**src/sv/mexp_pkg.sv**
```systemverilog
// Package for the modular exponentiation block: word width, key register map, sequencer states.
package mexp_pkg;

	localparam int WORD_BITS = 31;
	localparam int CNT_BITS  = $clog2(WORD_BITS);
	localparam int ADDR_BITS = 3;
	localparam int APB_BITS  = 32;

	typedef logic [WORD_BITS-1:0] word_t;
	typedef logic [CNT_BITS-1:0]  cnt_t;

	// Register indexes (byte address bit 2)
	localparam logic REG_EXPONENT = 1'b0;
	localparam logic REG_MODULUS  = 1'b1;

	typedef enum logic [2:0] {
		ST_IDLE,
		ST_REDUCE,
		ST_SQUARE,
		ST_MULT,
		ST_FINISH
	} state_t;

endpackage

```
**src/sv/mexp_if.sv**
```systemverilog
// Valid/ready channel interfaces for ciphertext input items and plaintext result items.
interface mexp_ct_if;
	import mexp_pkg::*;
	logic  valid;
	logic  ready;
	word_t ciphertext;
	modport source (output valid, output ciphertext, input ready);
	modport sink (input valid, input ciphertext, output ready);
endinterface

interface mexp_pt_if;
	import mexp_pkg::*;
	logic  valid;
	logic  ready;
	word_t plaintext;
	modport source (output valid, output plaintext, input ready);
	modport sink (input valid, input plaintext, output ready);
endinterface

```
**src/sv/modular_exponentiation.sv**
```systemverilog
// Top level: square-and-multiply modular exponentiation on one shared modular add-double unit.
//
// Usage: write the exponent d (byte address 0) and the modulus n (byte address 4) over the
// APB port while the block is idle; both are 31 bits, reset to d = 0 and n = 1.
// Each ciphertext item x accepted on ct (valid and ready high) yields one plaintext item
// x^d mod n on pt; d = 0 gives 1, and n = 0 gives 0 for any non-zero d.
// The shared unit does one multiplier bit per cycle, (2*acc + addend) mod n. An item
// first has x reduced modulo n, then for every one of the 31 exponent bits it takes a
// squaring plus, for a set bit, a multiply. Zero exponent or zero modulus skips the
// reduction and the loop and goes straight to the result.
// Only one item is in work at a time: ct.ready is high only while the sequencer idles.
// The result sits in an output register; if pt is stalled the next item may still be
// accepted, and its result waits in the sequencer until the register frees.
// Reset (arst_n low, asynchronous) drops any item in work and clears the output valid.
module modular_exponentiation (
	input  logic                           clk,
	input  logic                           arst_n,
	input  logic                           psel,
	input  logic                           penable,
	input  logic                           pwrite,
	input  logic [mexp_pkg::ADDR_BITS-1:0] paddr,
	input  logic [mexp_pkg::APB_BITS-1:0]  pwdata,
	output logic [mexp_pkg::APB_BITS-1:0]  prdata,
	output logic                           pready,
	mexp_ct_if.sink                        ct,
	mexp_pt_if.source                      pt
);
	import mexp_pkg::*;

	localparam int T_BITS = WORD_BITS + 2;
	localparam cnt_t LAST_BIT = cnt_t'(WORD_BITS - 1);

	// Key registers
	word_t exponent_q;
	word_t modulus_q;

	// Datapath registers
	word_t x_q;
	word_t base_q;
	word_t r_q;
	word_t acc_q;
	cnt_t  cnt_q;
	cnt_t  ebit_q;
	word_t pt_data_q;
	logic  pt_valid_q;

	state_t state_q;
	state_t state_d;

	// Sequencer strobes
	logic accept;
	logic step_last;
	logic pt_load;

	// Shared unit signals
	word_t           addend;
	logic [T_BITS-1:0] t_sum;
	logic [T_BITS-1:0] n_ext;
	logic [T_BITS-1:0] n2_ext;
	logic [T_BITS-1:0] t_sub1;
	logic [T_BITS-1:0] t_sub2;
	word_t           acc_next;

	// APB write and read
	assign pready = 1'b1;

	always_ff @(posedge clk or negedge arst_n) begin
		if (!arst_n) begin
			exponent_q <= '0;
			modulus_q  <= word_t'(1);
		end else if (psel && penable && pwrite) begin
			if (paddr[2] == REG_EXPONENT) begin
				exponent_q <= pwdata[WORD_BITS-1:0];
			end else begin
				modulus_q <= pwdata[WORD_BITS-1:0];
			end
		end
	end

	always_comb begin
		if (paddr[2] == REG_MODULUS) begin
			prdata = APB_BITS'(modulus_q);
		end else begin
			prdata = APB_BITS'(exponent_q);
		end
	end

	// Choose the addend: a reduction bit of x, or the multiplicand gated by a multiplier bit
	always_comb begin
		case (state_q)
			ST_REDUCE: addend = word_t'(x_q[cnt_q]);
			ST_SQUARE: addend = r_q[cnt_q] ? r_q : '0;
			ST_MULT:   addend = base_q[cnt_q] ? r_q : '0;
			default:   addend = '0;
		endcase
	end

	// Shared unit: (2*acc + addend) mod n, the sum staying below 3n
	always_comb begin
		n_ext  = T_BITS'(modulus_q);
		n2_ext = {1'b0, modulus_q, 1'b0};
		t_sum  = {1'b0, acc_q, 1'b0} + T_BITS'(addend);
		t_sub1 = t_sum - n_ext;
		t_sub2 = t_sum - n2_ext;
		if (t_sum >= n2_ext) begin
			acc_next = t_sub2[WORD_BITS-1:0];
		end else if (t_sum >= n_ext) begin
			acc_next = t_sub1[WORD_BITS-1:0];
		end else begin
			acc_next = t_sum[WORD_BITS-1:0];
		end
	end

	assign accept    = ct.valid && ct.ready;
	assign step_last = (cnt_q == '0);
	assign pt_load   = (state_q == ST_FINISH) && (!pt_valid_q || pt.ready);

	// Sequencer state register
	always_ff @(posedge clk or negedge arst_n) begin
		if (!arst_n) begin
			state_q <= ST_IDLE;
		end else begin
			state_q <= state_d;
		end
	end

	// Next state and handshake outputs
	always_comb begin
		state_d  = state_q;
		ct.ready = 1'b0;
		case (state_q)
			ST_IDLE: begin
				ct.ready = 1'b1;
				if (ct.valid) begin
					if (exponent_q == '0 || modulus_q == '0) begin
						state_d = ST_FINISH;
					end else begin
						state_d = ST_REDUCE;
					end
				end
			end
			ST_REDUCE: begin
				if (step_last) begin
					state_d = ST_SQUARE;
				end
			end
			ST_SQUARE: begin
				if (step_last) begin
					if (exponent_q[ebit_q]) begin
						state_d = ST_MULT;
					end else if (ebit_q == '0) begin
						state_d = ST_FINISH;
					end
				end
			end
			ST_MULT: begin
				if (step_last) begin
					if (ebit_q == '0) begin
						state_d = ST_FINISH;
					end else begin
						state_d = ST_SQUARE;
					end
				end
			end
			ST_FINISH: begin
				if (pt_load) begin
					state_d = ST_IDLE;
				end
			end
			default: state_d = ST_IDLE;
		endcase
	end

	// Datapath: operand, accumulator, bit counters
	always_ff @(posedge clk) begin
		case (state_q)
			ST_IDLE: begin
				x_q   <= ct.ciphertext;
				acc_q <= '0;
				cnt_q <= LAST_BIT;
				if (exponent_q == '0) begin
					r_q <= word_t'(1);
				end else begin
					r_q <= '0;
				end
			end
			ST_REDUCE: begin
				if (step_last) begin
					base_q <= acc_next;
					r_q    <= (modulus_q == word_t'(1)) ? '0 : word_t'(1);
					ebit_q <= LAST_BIT;
					acc_q  <= '0;
					cnt_q  <= LAST_BIT;
				end else begin
					acc_q <= acc_next;
					cnt_q <= cnt_q - cnt_t'(1);
				end
			end
			ST_SQUARE: begin
				if (step_last) begin
					r_q   <= acc_next;
					acc_q <= '0;
					cnt_q <= LAST_BIT;
					if (!exponent_q[ebit_q] && ebit_q != '0) begin
						ebit_q <= ebit_q - cnt_t'(1);
					end
				end else begin
					acc_q <= acc_next;
					cnt_q <= cnt_q - cnt_t'(1);
				end
			end
			ST_MULT: begin
				if (step_last) begin
					r_q   <= acc_next;
					acc_q <= '0;
					cnt_q <= LAST_BIT;
					if (ebit_q != '0) begin
						ebit_q <= ebit_q - cnt_t'(1);
					end
				end else begin
					acc_q <= acc_next;
					cnt_q <= cnt_q - cnt_t'(1);
				end
			end
			default: begin
				acc_q <= acc_q;
			end
		endcase
	end

	// Output register: load the finished result, drop valid once taken
	always_ff @(posedge clk or negedge arst_n) begin
		if (!arst_n) begin
			pt_valid_q <= 1'b0;
		end else if (pt_load) begin
			pt_valid_q <= 1'b1;
		end else if (pt.ready) begin
			pt_valid_q <= 1'b0;
		end
	end

	always_ff @(posedge clk) begin
		if (pt_load) begin
			pt_data_q <= r_q;
		end
	end

	assign pt.valid     = pt_valid_q;
	assign pt.plaintext = pt_data_q;

endmodule
```
**src/flat_wrapper.sv**
```systemverilog
// flat-port wrapper written by rule: the top's interface ports become plain ports
module modular_exponentiation_flat import mexp_pkg::*;
  (clk, arst_n, psel, penable, pwrite, paddr, pwdata, prdata, pready, ct_valid, ct_ciphertext, ct_ready, pt_valid, pt_plaintext, pt_ready);
  mexp_ct_if ct_i ();
  mexp_pt_if pt_i ();
  input  logic clk;
  input  logic arst_n;
  input  logic psel;
  input  logic penable;
  input  logic pwrite;
  input  logic [mexp_pkg::ADDR_BITS-1:0] paddr;
  input  logic [mexp_pkg::APB_BITS-1:0] pwdata;
  output logic [mexp_pkg::APB_BITS-1:0] prdata;
  output logic pready;
  input wire logic [$bits(ct_i.valid)-1:0] ct_valid;
  input wire logic [$bits(ct_i.ciphertext)-1:0] ct_ciphertext;
  output wire logic [$bits(ct_i.ready)-1:0] ct_ready;
  output wire logic [$bits(pt_i.valid)-1:0] pt_valid;
  output wire logic [$bits(pt_i.plaintext)-1:0] pt_plaintext;
  input wire logic [$bits(pt_i.ready)-1:0] pt_ready;
  assign ct_i.valid = ct_valid;
  assign ct_i.ciphertext = ct_ciphertext;
  assign ct_ready = ct_i.ready;
  assign pt_valid = pt_i.valid;
  assign pt_plaintext = pt_i.plaintext;
  assign pt_i.ready = pt_ready;
  modular_exponentiation u_core (.clk(clk), .arst_n(arst_n), .psel(psel), .penable(penable), .pwrite(pwrite), .paddr(paddr), .pwdata(pwdata), .prdata(prdata), .pready(pready), .ct(ct_i), .pt(pt_i));
endmodule
```
**config.mk**
```make
export PLATFORM = sky130hd
export DESIGN_NAME = modular_exponentiation_flat
export DESIGN_NICKNAME = d
export VERILOG_FILES = /design/src/sv/mexp_pkg.sv /design/src/sv/mexp_if.sv /design/src/sv/modular_exponentiation.sv /design/src/flat_wrapper.sv
export SDC_FILE = /design/constraint.sdc
export NUM_CORES = 1
export LEC_CHECK = 0
export ABC_AREA = 1
export ABC_CLOCK_PERIOD_IN_PS = 6600
export BUFFER_PORTS_ARGS = -buffer_cell sky130_fd_sc_hd__buf_2
export CAP_MARGIN = 20
export CORE_UTILIZATION = 40
export DETAILED_ROUTE_END_ITERATION = 10
export MAX_ROUTING_LAYER = met4
export PLACE_DENSITY = 0.65
export SETUP_SLACK_MARGIN = 0.4
export SYNTH_ARGS = -nofsm -noshare
export SYNTH_HDL_FRONTEND = slang
export SYNTH_SLANG_ARGS = --single-unit
```
**constraint.sdc**
```tcl
create_clock -name clk -period 6.6 [get_ports clk]
set_input_delay 1.32 -clock clk [delete_from_list [all_inputs] [get_ports clk]]
set_output_delay 1.32 -clock clk [all_outputs]
set_load 0.03 [all_outputs]
```
* Word level (Yosys, flattened, before mapping) *
Cells that the tools add are included.

storage, ports and cells
  logic and storage cells = 103
  register bits = 231
  output and inout bits = 66
  bits of input ports = 73

operators by class
  $add $sub $neg = 5
  reduce and logical (&&, ||, !) cells = 26
  order comparisons = 4
  eq/ne operators = 14
  multiplexer cells = 42
  bitwise gates (word level) = 1

operators with widths
  cell                   number
  $mux W31               8
  $pmux W31 S3           2
  $logic_not A31 Y1      2
  $pmux W31 S2           1
  $sub A31 B31 Y31       2
  $add A32 B31 Y33       1
  $ge A33 B31 Y1         1
  $ge A33 B32 Y1         1
  $eq A31 B1 Y1 const B  1
  $mux W5                6
  $mux W3                9
  $bmux W1 S5            4
  $pmux W3 S5            1
  $pmux W5 S3            1
  $ne A2 B1 Y1 const B   7
  $lt A5 B6 Y1 const B   2
  $reduce_and A6 Y1      2
  $logic_not A5 Y1       2
  $pmux W5 S2            1
  $sub A5 B1 Y5 const B  2
  $mux W1                9
  $eq A3 B2 Y1 const B   2
  $reduce_and A2 Y1      3
  $reduce_bool A3 Y1     2
  14 further kinds       20

* Depth between registers and ports, before layout *
Gate-level depths: netlist of the first run.

  depth in word-level cells = 10
  gate-level depth with buffers = 45
  depth with buffers taken out = 41

* Worst setup path after synthesis of the first run *
OpenSTA, ideal clock, no wires.

  path kind = reg-to-reg
  start point = reg u_core.state_q[2]
  end point = reg u_core.r_q[11] (data pin)
  library setup time = 270 ps
  required time = 6330 ps
  period minus slack after synthesis = 5426 ps
  slack = 1174 ps
  stages on the path, launching flop included = 36
  buffers on the path = 3
  arrival = 5156 ps
  cells stage by stage = dfrtp_1 > inv_1 > nand2_1 > nor2_1 > nand3_1 > nand2_1 > inv_1 > clkbuf_1 > nor2_1 > ha_1 > inv_1 > fa_1 > inv_1 > nand2_1 > nand3_1 > a21oi_1 > inv_1 > nand2_1 > nand2_1 > a21oi_1 > xor2_1 > inv_1 > ha_1 > nand2_1 > nor2_1 > inv_1 > nor2_1 > nand2_1 > nor3_1 > nand3_2 > nand2_2 > nor2_4 > buf_6 > buf_12 > nand2_2 > a21oi_1

between the ends
  cells in the longest elaborated chain, start to end = 8
  elaborated cells between the ends (all ways) = 15

RTL lines
  what                                                       RTL line                                                      RTL
  start: declaration                                         modular_exponentiation.sv:47                                  state_t state_q;
  start signal: assignment                                   modular_exponentiation.sv:123                                 state_q <= state_d;
  $eq A3 B2 Y1 / $eq A3 B1 Y1 (equally long branches)        modular_exponentiation.sv:90, modular_exponentiation.sv:176
  $pmux W31 S3                                               modular_exponentiation.sv:90                                  case (state_q)
  $add A32 B31 Y33                                           modular_exponentiation.sv:102                                 t_sum = {1'b0, acc_q, 1'b0} + T_BITS'(addend);
  $sub A31 B31 Y31 / $ge A33 B31 Y1 (equally long branches)  modular_exponentiation.sv:103, modular_exponentiation.sv:107
  $mux W31                                                   modular_exponentiation.sv:107                                 end else if (t_sum >= n_ext) begin
  $mux W31                                                   modular_exponentiation.sv:105                                 if (t_sum >= n2_ext) begin
  $mux W31                                                   modular_exponentiation.sv:200, modular_exponentiation.sv:213
  $pmux W31 S3 (*)                                           modular_exponentiation.sv:176                                 case (state_q)
  end signal: assignment                                     modular_exponentiation.sv:182                                 r_q <= word_t'(1);
  end signal: assignment                                     modular_exponentiation.sv:201                                 r_q <= acc_next;
  end signal: assignment                                     modular_exponentiation.sv:214                                 r_q <= acc_next;
  end: declaration                                           modular_exponentiation.sv:40                                  word_t r_q;

Every way passes the cells marked *; elsewhere a longest branch is shown, timed or not. The select of a mux whose other input is x is not followed.
A chain may end at the register's enable or synchronous reset.

* Worst setup path in the final report of the first run *
  start point = reg u_core.cnt_q[0]
  end point = reg u_core.r_q[17] (data pin)

between the ends
  cells in the longest elaborated chain, start to end = 10
  elaborated cells between the ends (all ways) = 18

RTL lines
  what                                                       RTL line                                                      RTL
  start: declaration                                         modular_exponentiation.sv:42                                  cnt_t cnt_q;
  start signal: assignment                                   modular_exponentiation.sv:196                                 cnt_q <= cnt_q - cnt_t'(1);
  start signal: assignment                                   modular_exponentiation.sv:209                                 cnt_q <= cnt_q - cnt_t'(1);
  start signal: assignment                                   modular_exponentiation.sv:222                                 cnt_q <= cnt_q - cnt_t'(1);
  $bmux W1 S5 (on tied branches)                             modular_exponentiation.sv:93, modular_exponentiation.sv:92
  $mux W1 (on tied branches)                                 modular_exponentiation.sv:93, modular_exponentiation.sv:92
  $mux W31 (on tied branches)                                modular_exponentiation.sv:93, modular_exponentiation.sv:92
  $pmux W31 S3 (*)                                           modular_exponentiation.sv:90
  $add A32 B31 Y33 (*)                                       modular_exponentiation.sv:102
  $sub A31 B31 Y31 / $ge A33 B31 Y1 (equally long branches)  modular_exponentiation.sv:103, modular_exponentiation.sv:107
  $mux W31                                                   modular_exponentiation.sv:107
  $mux W31 (*)                                               modular_exponentiation.sv:105
  $mux W31 (*)                                               modular_exponentiation.sv:200, modular_exponentiation.sv:213
  $pmux W31 S3 (*)                                           modular_exponentiation.sv:176

Marked as above.

==> results.yml, run 1 <==
floorplan:
  floorplan.die.height_um: 205
  pin_count: 139
  floorplan.initialDensity: 0.409
  num_rows: 73
  die-area_sq_um: 41900
  die_width_um: 205
  standard_cell_core_area_sq_um: 40200
grt:
  grt.met2_usage: 0.471
  gr_layer_usage_met3: 0.0262
  grt-busiest-layer: "met2"
  global_route.overflow_total: 0
  first_global_vias: 16000
  grt_use_total: 0.295
  grt_pass1_wl_mm: 90.3
  grt_max_degree: 67
  antenna_found_initial: 1
  grtUsageMet1: 0.377
timing:
  worst_clk_skew_ps: 13.5
  timing.final.max_slew_violations: 0
  number_of_setup_violations_in_the_final_report: 0
  max_slew_margin: 0.438
  f_max_mhz: 165
  rsz_0062_raised_after_global_routing: "true"
  timing_worst_slew_pin_value_ps: 843
  finalWorstPathRequiredPeriod_ps: 6060
  final.period_utilization: 0.918
  final_hold_viol_count: 0
synthesis:
  asyncSetResetFlopFracSynth: 0.286
  post_synth_most_frequent_cells: "566 x sky130_fd_sc_hd__nand2_1, 266 x sky130_fd_sc_hd__inv_1, 207 x sky130_fd_sc_hd__nor2_1, 193 x sky130_fd_sc_hd__o21ai_0, 177 x sky130_fd_sc_hd__a21oi_1"
  yosys.cell_types.count: 52
  netlist_instances: 2191
  synth.top_cell.area_share: 0.301
  yosys-top-cells-area: "sky130_fd_sc_hd__edfxtp_1 30%, sky130_fd_sc_hd__nand2_1 13%, sky130_fd_sc_hd__dfrtp_1 9.9%, sky130_fd_sc_hd__ha_1 7.1%, sky130_fd_sc_hd__inv_1 6.1%"
  synth_fa_ha_area_frac: 0.0751
  synth-edff-count: 165
  synth_seq_area_share: 0.402
  synth_simple_gate_area_share: 0.257
  synthMostInstantiatedCell: "sky130_fd_sc_hd__nand2_1"
  synth_compound_area_frac: 0.153
  ys.warnings.count: 0
  most_area_hungry_cell_type_in_the_yosys_netlist: "sky130_fd_sc_hd__edfxtp_1"
  muxShareOfSynthArea: 0
  synthesis.area_sq_um: 16500
  postSynthNetCount: 2361
  synth_seq_cells: 231
  synth_top_family_by_area: "simple AND/OR/NAND/NOR gates"
  synth-main-ff-cell: "sky130_fd_sc_hd__edfxtp_1"
  synth-xor-area-share: 0.0298
  synthesis.area_per_instance_sq_um: 7.51
setup_path:
  crit_path_max_incr_delay_ps: 500
  cp_max_fo: 15
  crit_path_top_delay_cell: "sky130_fd_sc_hd__edfxtp_1"
  worst_setup_path_endpoint: "u_core.r_q[17]"
  rrSetupSlack_ps: 540
  cp.required_ps: 6990
  timing.critical_path.from_type: "register"
  timing.critical_path.from: "u_core.cnt_q[0]"
  timing.reg2reg.worst_path_depth: 39
  regToRegStartpoint: "u_core.cnt_q[0]"
  worstSetupEndpointType: "register"
  worst-endpoint-arrival_ps: 6450
  worstSetupPathType: "register to register"
  rr_endpoint: "u_core.r_q[17]"
  path_common_cell: "sky130_fd_sc_hd__nand2_2"
clock_tree:
  clock_insertion_delay_worst_skew_ps: 570
  cts_tree: "built"
  path_clk_slew_ps: 60
  cts_num_sinks: 231
  clockRootBuffer: "sky130_fd_sc_hd__clkbuf_16"
  htree_num_levels: 1
  cts_made_buffers: 26
  cts_hold_fix_bufs: 0
  clock_buffer_depth: 3
final_layout:
  final_stage_net_count: 2819
  diodes: 0
  post-route-util: 0.569
  layout-drive-gt1-share: 0.329
  area_growth_pct: 38.9
routing:
  number_of_remaining_drc_errors: 0
  routed_via_density: 5.24
  dr.first_iter.drc_count: 1076
  wl_per_cell_um: 19.5
  vias: 16700
  drt.antenna.violating_nets: 0
  drtPass1Iterations: 5
  detail_route.wirelength_mm: 62.3
worst_hold_path:
  worst_hold_path_type: "register to register"
run:
  max_cap_violations: 0
place:
  io_buffers: 133
  gp_routability_congestion: 0.972
  dpl.hpwl_mm: 48.9
outcome:
  run_status: "finished, final reports clean"
worst max-delay path, delay by kind of cell, from the launching register on:
kind / cells / cell delay (ps)
AND/OR/NAND/NOR: 21 / 2210
buffers and inverters: 10 / 1590
adder cells (fa/ha/maj): 3 / 800
AO/OA/AOI/OAI: 4 / 580
flip-flops: 1 / 500
XOR/XNOR: 1 / 180
sequential cells by signal, indices dropped and copies added (netlist names), 31 cells and up:
signal / cells
u_core.acc_q: 31
u_core.base_q: 31
u_core.exponent_q: 31
u_core.modulus_q: 31
u_core.pt.plaintext: 31
u_core.r_q: 31
u_core.x_q: 31
cell usage in the layout, fill, tap and decap left out, drive strengths merged, types with 2 or more instances in the layout:
cell and instances:
o21ai 212, and2 10, a31o 3, dfrtp 65, a211oi 2, xor2 33
edfxtp 165, bufinv 2, clkbuf 39, fa 3, o221ai 4, xnor2 23
a21boi 6, inv 268, clkinv 9, o21a 7, o211ai 15, nand2 577
ha 94, clkinvlp 3, nor4 12, a31oi 6, nand3 126, a21oi 178
and3 3, or2 24, buf 487, nand4 24, o21bai 13, nor2 211
conb 2, o22ai 4, a21o 7, nor3 25
routing by layer:
metal	vias up	share of wire
met4	0	0.049
met3	103	0.048
met5	-	0
met2	533	0.47
li1	8247	-
met1	7854	0.43
worst min-delay path by stage:
stage / end / slack, ps / cells past startpoint / start
5_1_grt: u_core.pt.plaintext[20] / 450 / 0 / u_core.r_q[20]
3_5_place_dp: u_core.pt.plaintext[20] / 430 / 0 / u_core.r_q[20]
2_1_floorplan: u_core.pt.plaintext[10] / 430 / 0 / u_core.r_q[10]
3_3_place_gp: u_core.pt.plaintext[29] / 430 / 0 / u_core.r_q[29]
4_1_cts: u_core.pt.plaintext[20] / 450 / 0 / u_core.r_q[20]
6_report: u_core.pt.plaintext[29] / 450 / 0 / u_core.r_q[29]
metrics by stage:
step           hold slack, ps  instance area (sq um)  instances  worst slack, ps  setup TNS, ps
2_1_floorplan             426                  16500       2191             1170              0
3_3_place_gp              432                  19800       3095             13.2              0
3_5_place_dp              432                  19800       3095            -14.9          -14.9
4_1_cts                   447                  21000       3151              392              0
5_1_grt                   452                  22800       3194              241              0
6_report                  445                  22800       3194              538              0
final cells by class:
| cell class | instances | area [sq um] |
|---|---|---|
| clock buffer | 36 | 739 |
| clock inverter | 12 | 128 |
| sequential | 231 | 6610 |
| timing repair buffer | 491 | 3620 |
| tap | 525 | 657 |
| fill | 3758 | 17300 |
| inverter | 270 | 1030 |
| multi-input combinational | 1629 | 10100 |
cell families (layout without fill, tap and decap cells):
group | count (synthesis) | count (layout)
buffers and inverters | 331 | 809
XOR/XNOR | 56 | 56
AO/OA/AOI/OAI | 461 | 461
AND/OR/NAND/NOR | 1013 | 1013
other | 2 | 2
flip-flops | 231 | 231
adder cells (fa/ha/maj) | 97 | 97
timing repair:
action                                  in CTS  in global routing
pin swaps                                    5                 87
resized for setup                           47                337
setup buffers                                7                 39
endpoints found under the setup margin      93                 93
gates cloned                                 1                  4
Power of run 1 is left out: the tool's default activity adds up to more than one toggle a clock period on the data nets, which glitch-free logic cannot reach.
==> run 2, diff against run 1 <==
--- a/config.mk
+++ b/config.mk
@@ -11,7 +11,6 @@
 export CAP_MARGIN = 20
 export CORE_UTILIZATION = 40
 export DETAILED_ROUTE_END_ITERATION = 10
-export MAX_ROUTING_LAYER = met4
 export PLACE_DENSITY = 0.65
 export SETUP_SLACK_MARGIN = 0.4
 export SYNTH_ARGS = -nofsm -noshare
==> results.yml, run 2 (synthesized netlist as in run 1, its figures left out) <==
grt:
  antenna_found_initial: 2
  first_global_vias: 16300
  grt_max_degree: 67
  global_route.overflow_total: 0
  grt_pass1_wl_mm: 90.4
  grt_use_total: 0.286
place:
  dp_slack_ps: -101
  gp_routability_congestion: 0.967
  dpl.hpwl_mm: 49.0
  place.detailed.instances: 3130
  io_buffers: 133
setup_path:
  worst-endpoint-arrival_ps: 6490
  timing.reg2reg.worst_path_depth: 37
  path_common_cell: "sky130_fd_sc_hd__buf_4"
  regToRegStartpoint: "u_core.cnt_q[0]"
  crit_path_max_incr_delay_ps: 550
  cp.required_ps: 6990
  crit_path_top_delay_cell: "sky130_fd_sc_hd__edfxtp_1"
  rrSetupSlack_ps: 500
  timing.critical_path.from_type: "register"
  worstSetupPathType: "register to register"
  worstSetupEndpointType: "register"
  rr_endpoint: "u_core.r_q[15]"
  cp_max_fo: 8
timing:
  timing.final.max_slew_violations: 0
  postLayoutSetupSlackWorst_ps: 496
  worst_clk_skew_ps: 23.5
  finalWorstPathRequiredPeriod_ps: 6100
  max_slew_margin: 0.450
  f_max_mhz: 164
  timing_worst_slew_pin_value_ps: 824
  final_hold_viol_count: 0
  worst_hold_slack_ps: 436
  final.period_utilization: 0.925
  number_of_setup_violations_in_the_final_report: 0
  rsz_0062_raised_after_global_routing: "true"
clock_tree:
  path_clk_slew_ps: 60
  cts_tree: "built"
  clock_buffer_depth: 3
  cts_num_sinks: 231
  clockRootBuffer: "sky130_fd_sc_hd__clkbuf_16"
  cts_made_buffers: 27
  cts_hold_fix_bufs: 0
  htree_num_levels: 1
  clock_insertion_delay_worst_skew_ps: 580
worst_hold_path:
  end_of_the_worst_hold_path: "u_core.pt.plaintext[2]"
  worst_hold_path_type: "register to register"
  hold_path.startpoint: "u_core.r_q[2]"
  hold_path_depth: 0
floorplan:
  num_rows: 73
  die_width_um: 205
  standard_cell_core_area_sq_um: 40200
  floorplan.die.height_um: 205
  floorplan.initialDensity: 0.409
  pin_count: 139
  die-area_sq_um: 41900
routing:
  wl_per_cell_um: 19.1
  detail_route.wirelength_mm: 61.4
  drt.antenna.violating_nets: 0
  dr.first_iter.drc_count: 1242
  number_of_remaining_drc_errors: 0
  drtPass1Iterations: 5
  routed_via_density: 5.29
  vias: 17000
final_layout:
  layout-drive-gt1-share: 0.297
  diodes: 0
  layout_commonest_cell: "sky130_fd_sc_hd__nand2_1"
  layout.cells.non_filler: 3214
  final_stage_net_count: 2839
  area_growth_pct: 35.9
  most-common-layout-cells: "527 x sky130_fd_sc_hd__nand2_1, 354 x sky130_fd_sc_hd__buf_4, 261 x sky130_fd_sc_hd__inv_1"
outcome:
  run_status: "finished, final reports clean"
run:
  max_cap_violations: 0
run 2: area by class of cell:
class                           instances  area, sq um
Clock buffer                           37          743
Clock inverter                         12          148
Fill cell                            3780        17800
Inverter                              270         1020
Multi-Input combinational cell       1630         9470
Sequential cell                       231         6610
Tap cell                              525          657
Timing Repair Buffer                  509         3730
run 2: how the worst max path moves through the flow:
stage / end / cells past startpoint / slack [ps] / start
2_1_floorplan: u_core.r_q[11] / 35 / 1170 / u_core.state_q[2]
3_3_place_gp: u_core.r_q[27] / 32 / -60 / u_core.cnt_q[0]
3_5_place_dp: u_core.r_q[27] / 33 / -100 / u_core.cnt_q[0]
4_1_cts: u_core.r_q[27] / 39 / 400 / u_core.cnt_q[0]
5_1_grt: u_core.acc_q[14] / 42 / 250 / u_core.cnt_q[0]
6_report: u_core.r_q[15] / 37 / 500 / u_core.cnt_q[0]
run 2: repair_timing:
| action | CTS | global route |
|---|---|---|
| hold endpoints to repair | 0 | 0 |
| gates cloned | 1 | 4 |
| pin swaps | 5 | 53 |
| endpoints found under the setup margin | 93 | 93 |
| setup buffers | 10 | 20 |
| resized for setup | 35 | 218 |
run 2: through the flow:
step	utilization	instance area [sq um]	setup TNS [ps]
2_1_floorplan	-	16500	0
3_3_place_gp	0.500	20100	-301
3_5_place_dp	0.500	20100	-808
4_1_cts	0.528	21200	0
5_1_grt	0.557	22400	0
6_report	0.557	22400	0
run 2: critical path, delay by kind of cell, from the launching register on:
kind / cells / cell delay, ps
and+or+nand+nor: 18 / 2240
buffers and inverters: 12 / 1710
AOI/OAI and AO/OA: 4 / 720
adders and majority gates: 2 / 580
DFF: 1 / 550
xor gates and xnor gates: 1 / 90
run 2: routing by layer:
metal,global-route usage,part of all wire,routed length [um],vias up
li1,-,-,-,8286
met1,0.376,0.42,26100,7972
met2,0.474,0.47,29000,620
met3,0.0315,0.057,3510,127
met4,0.124,0.047,2880,2
met5,0,0.00018,11,-
Power of run 2 is left out for the same reason.
==> run 3, diff against run 2 <==
--- a/config.mk
+++ b/config.mk
@@ -9,9 +9,10 @@
 export ABC_CLOCK_PERIOD_IN_PS = 6600
 export BUFFER_PORTS_ARGS = -buffer_cell sky130_fd_sc_hd__buf_2
 export CAP_MARGIN = 20
+export CORE_MARGIN = 3
 export CORE_UTILIZATION = 40
 export DETAILED_ROUTE_END_ITERATION = 10
-export PLACE_DENSITY = 0.65
+export PLACE_DENSITY = 0.63
 export SETUP_SLACK_MARGIN = 0.4
 export SYNTH_ARGS = -nofsm -noshare
 export SYNTH_HDL_FRONTEND = slang
==> results.yml, run 3 (synthesized netlist as in run 1, its figures left out) <==
final_layout:
  layout_commonest_cell: "sky130_fd_sc_hd__nand2_1"
  final_stage_net_count: 2869
  area_growth_pct: 40.4
  post-route-util: 0.575
  layout.cells.non_filler: 3242
  most-common-layout-cells: "500 x sky130_fd_sc_hd__nand2_1, 382 x sky130_fd_sc_hd__buf_4, 256 x sky130_fd_sc_hd__inv_1"
  layout-drive-gt1-share: 0.343
  diodes: 0
timing:
  number_of_setup_violations_in_the_final_report: 0
  postLayoutSetupSlackWorst_ps: 492
  worst_clk_skew_ps: 19.0
  rsz_0062_raised_after_global_routing: "true"
  timing_worst_slew_pin_value_ps: 892
  max_slew_margin: 0.404
  worst_hold_slack_ps: 451
  finalWorstPathRequiredPeriod_ps: 6110
  final_hold_viol_count: 0
  f_max_mhz: 164
  timing.final.max_slew_violations: 0
  final.period_utilization: 0.925
routing:
  dr.first_iter.drc_count: 1226
  drtPass1Iterations: 6
  number_of_remaining_drc_errors: 0
  drt.antenna.violating_nets: 0
  vias: 16900
  detail_route.wirelength_mm: 62.1
  routed_via_density: 5.21
  wl_per_cell_um: 19.1
clock_tree:
  cts_made_buffers: 25
  cts_tree: "built"
  cts_num_sinks: 231
  clock_buffer_depth: 3
  clockRootBuffer: "sky130_fd_sc_hd__clkbuf_16"
  htree_num_levels: 1
  clock_insertion_delay_worst_skew_ps: 560
  path_clk_slew_ps: 60
worst_hold_path:
  hold_path.startpoint: "u_core.r_q[7]"
  end_of_the_worst_hold_path: "u_core.pt.plaintext[7]"
  worst_hold_path_type: "register to register"
  hold_path_depth: 0
floorplan:
  die-area_sq_um: 43600
  pin_count: 139
  die_width_um: 209
  standard_cell_core_area_sq_um: 40200
  floorplan.initialDensity: 0.409
  num_rows: 73
  floorplan.die.height_um: 209
setup_path:
  critPathTopFamily: "simple AND/OR/NAND/NOR gates"
  timing.reg2reg.worst_path_depth: 36
  rrSetupSlack_ps: 490
  worst-endpoint-arrival_ps: 6420
  cp.required_ps: 6910
  rr_endpoint: "u_core.r_q[25]"
  crit_path_max_incr_delay_ps: 430
  worstSetupPathType: "register to register"
  critPathBufInv: 8
  worstSetupEndpointType: "register"
  timing.critical_path.from_type: "register"
  crit_path_top_delay_cell: "sky130_fd_sc_hd__edfxtp_1"
  cp_max_fo: 15
  path_common_cell: "sky130_fd_sc_hd__nand2_1"
  regToRegStartpoint: "u_core.cnt_q[0]"
run:
  max_cap_violations: 0
grt:
  first_global_vias: 16400
  global_route.overflow_total: 0
  grt_use_total: 0.272
  grt_max_degree: 67
  grt_pass1_wl_mm: 92.1
  antenna_found_initial: 1
place:
  place.detailed.instances: 3164
  dp_slack_ps: -162
  gp_routability_congestion: 0.930
  dpl.hpwl_mm: 49.7
  io_buffers: 133
outcome:
  run_status: "finished, final reports clean"
==> run 3: per-layer routing <==
layer	vias up	track usage	wire (um)
met5	-	0	0
met2	554	0.469	30100
met3	115	0.0266	3250
li1	8314	-	-
met1	7913	0.356	26200
met4	0	0.0984	2560
==> run 3: area by class of cell <==
type | instances | area (sq um)
timing repair buffer | 541 | 3960
clock buffer | 28 | 637
tap | 525 | 657
sequential | 231 | 6610
inverter | 270 | 1020
multi-input combinational | 1629 | 9990
clock inverter | 17 | 213
timing repair inverter | 1 | 7.51
fill | 3689 | 17100
==> run 3: what timing repair did <==
action,CTS,global route
buffers inserted,9,20
pin swaps,13,98
endpoints found under the setup margin,93,93
hold buffers,0,0
endpoints found under the hold margin,0,0
gates cloned,4,0
gates resized for setup,71,310
==> run 3: metrics by stage <==
step | area, sq um | setup TNS (ps)
6_report | 23100 | 0
5_1_grt | 23100 | 0
4_1_cts | 21600 | 0
3_5_place_dp | 20400 | -3410
3_3_place_gp | 20400 | -3390
2_1_floorplan | 16500 | 0
==> run 3: worst max-delay path by stage <==
stage / startpoint / endpoint / slack [ps] / cells past startpoint
2_1_floorplan: u_core.state_q[2] / u_core.r_q[11] / 1170 / 35
3_3_place_gp: u_core.cnt_q[0] / u_core.r_q[8] / -160 / 36
3_5_place_dp: u_core.cnt_q[0] / u_core.r_q[8] / -160 / 35
4_1_cts: u_core.cnt_q[0] / u_core.acc_q[15] / 400 / 40
5_1_grt: u_core.cnt_q[0] / u_core.r_q[1] / 240 / 40
6_report: u_core.cnt_q[0] / u_core.r_q[25] / 490 / 36
Power of run 3 is left out for the same reason.
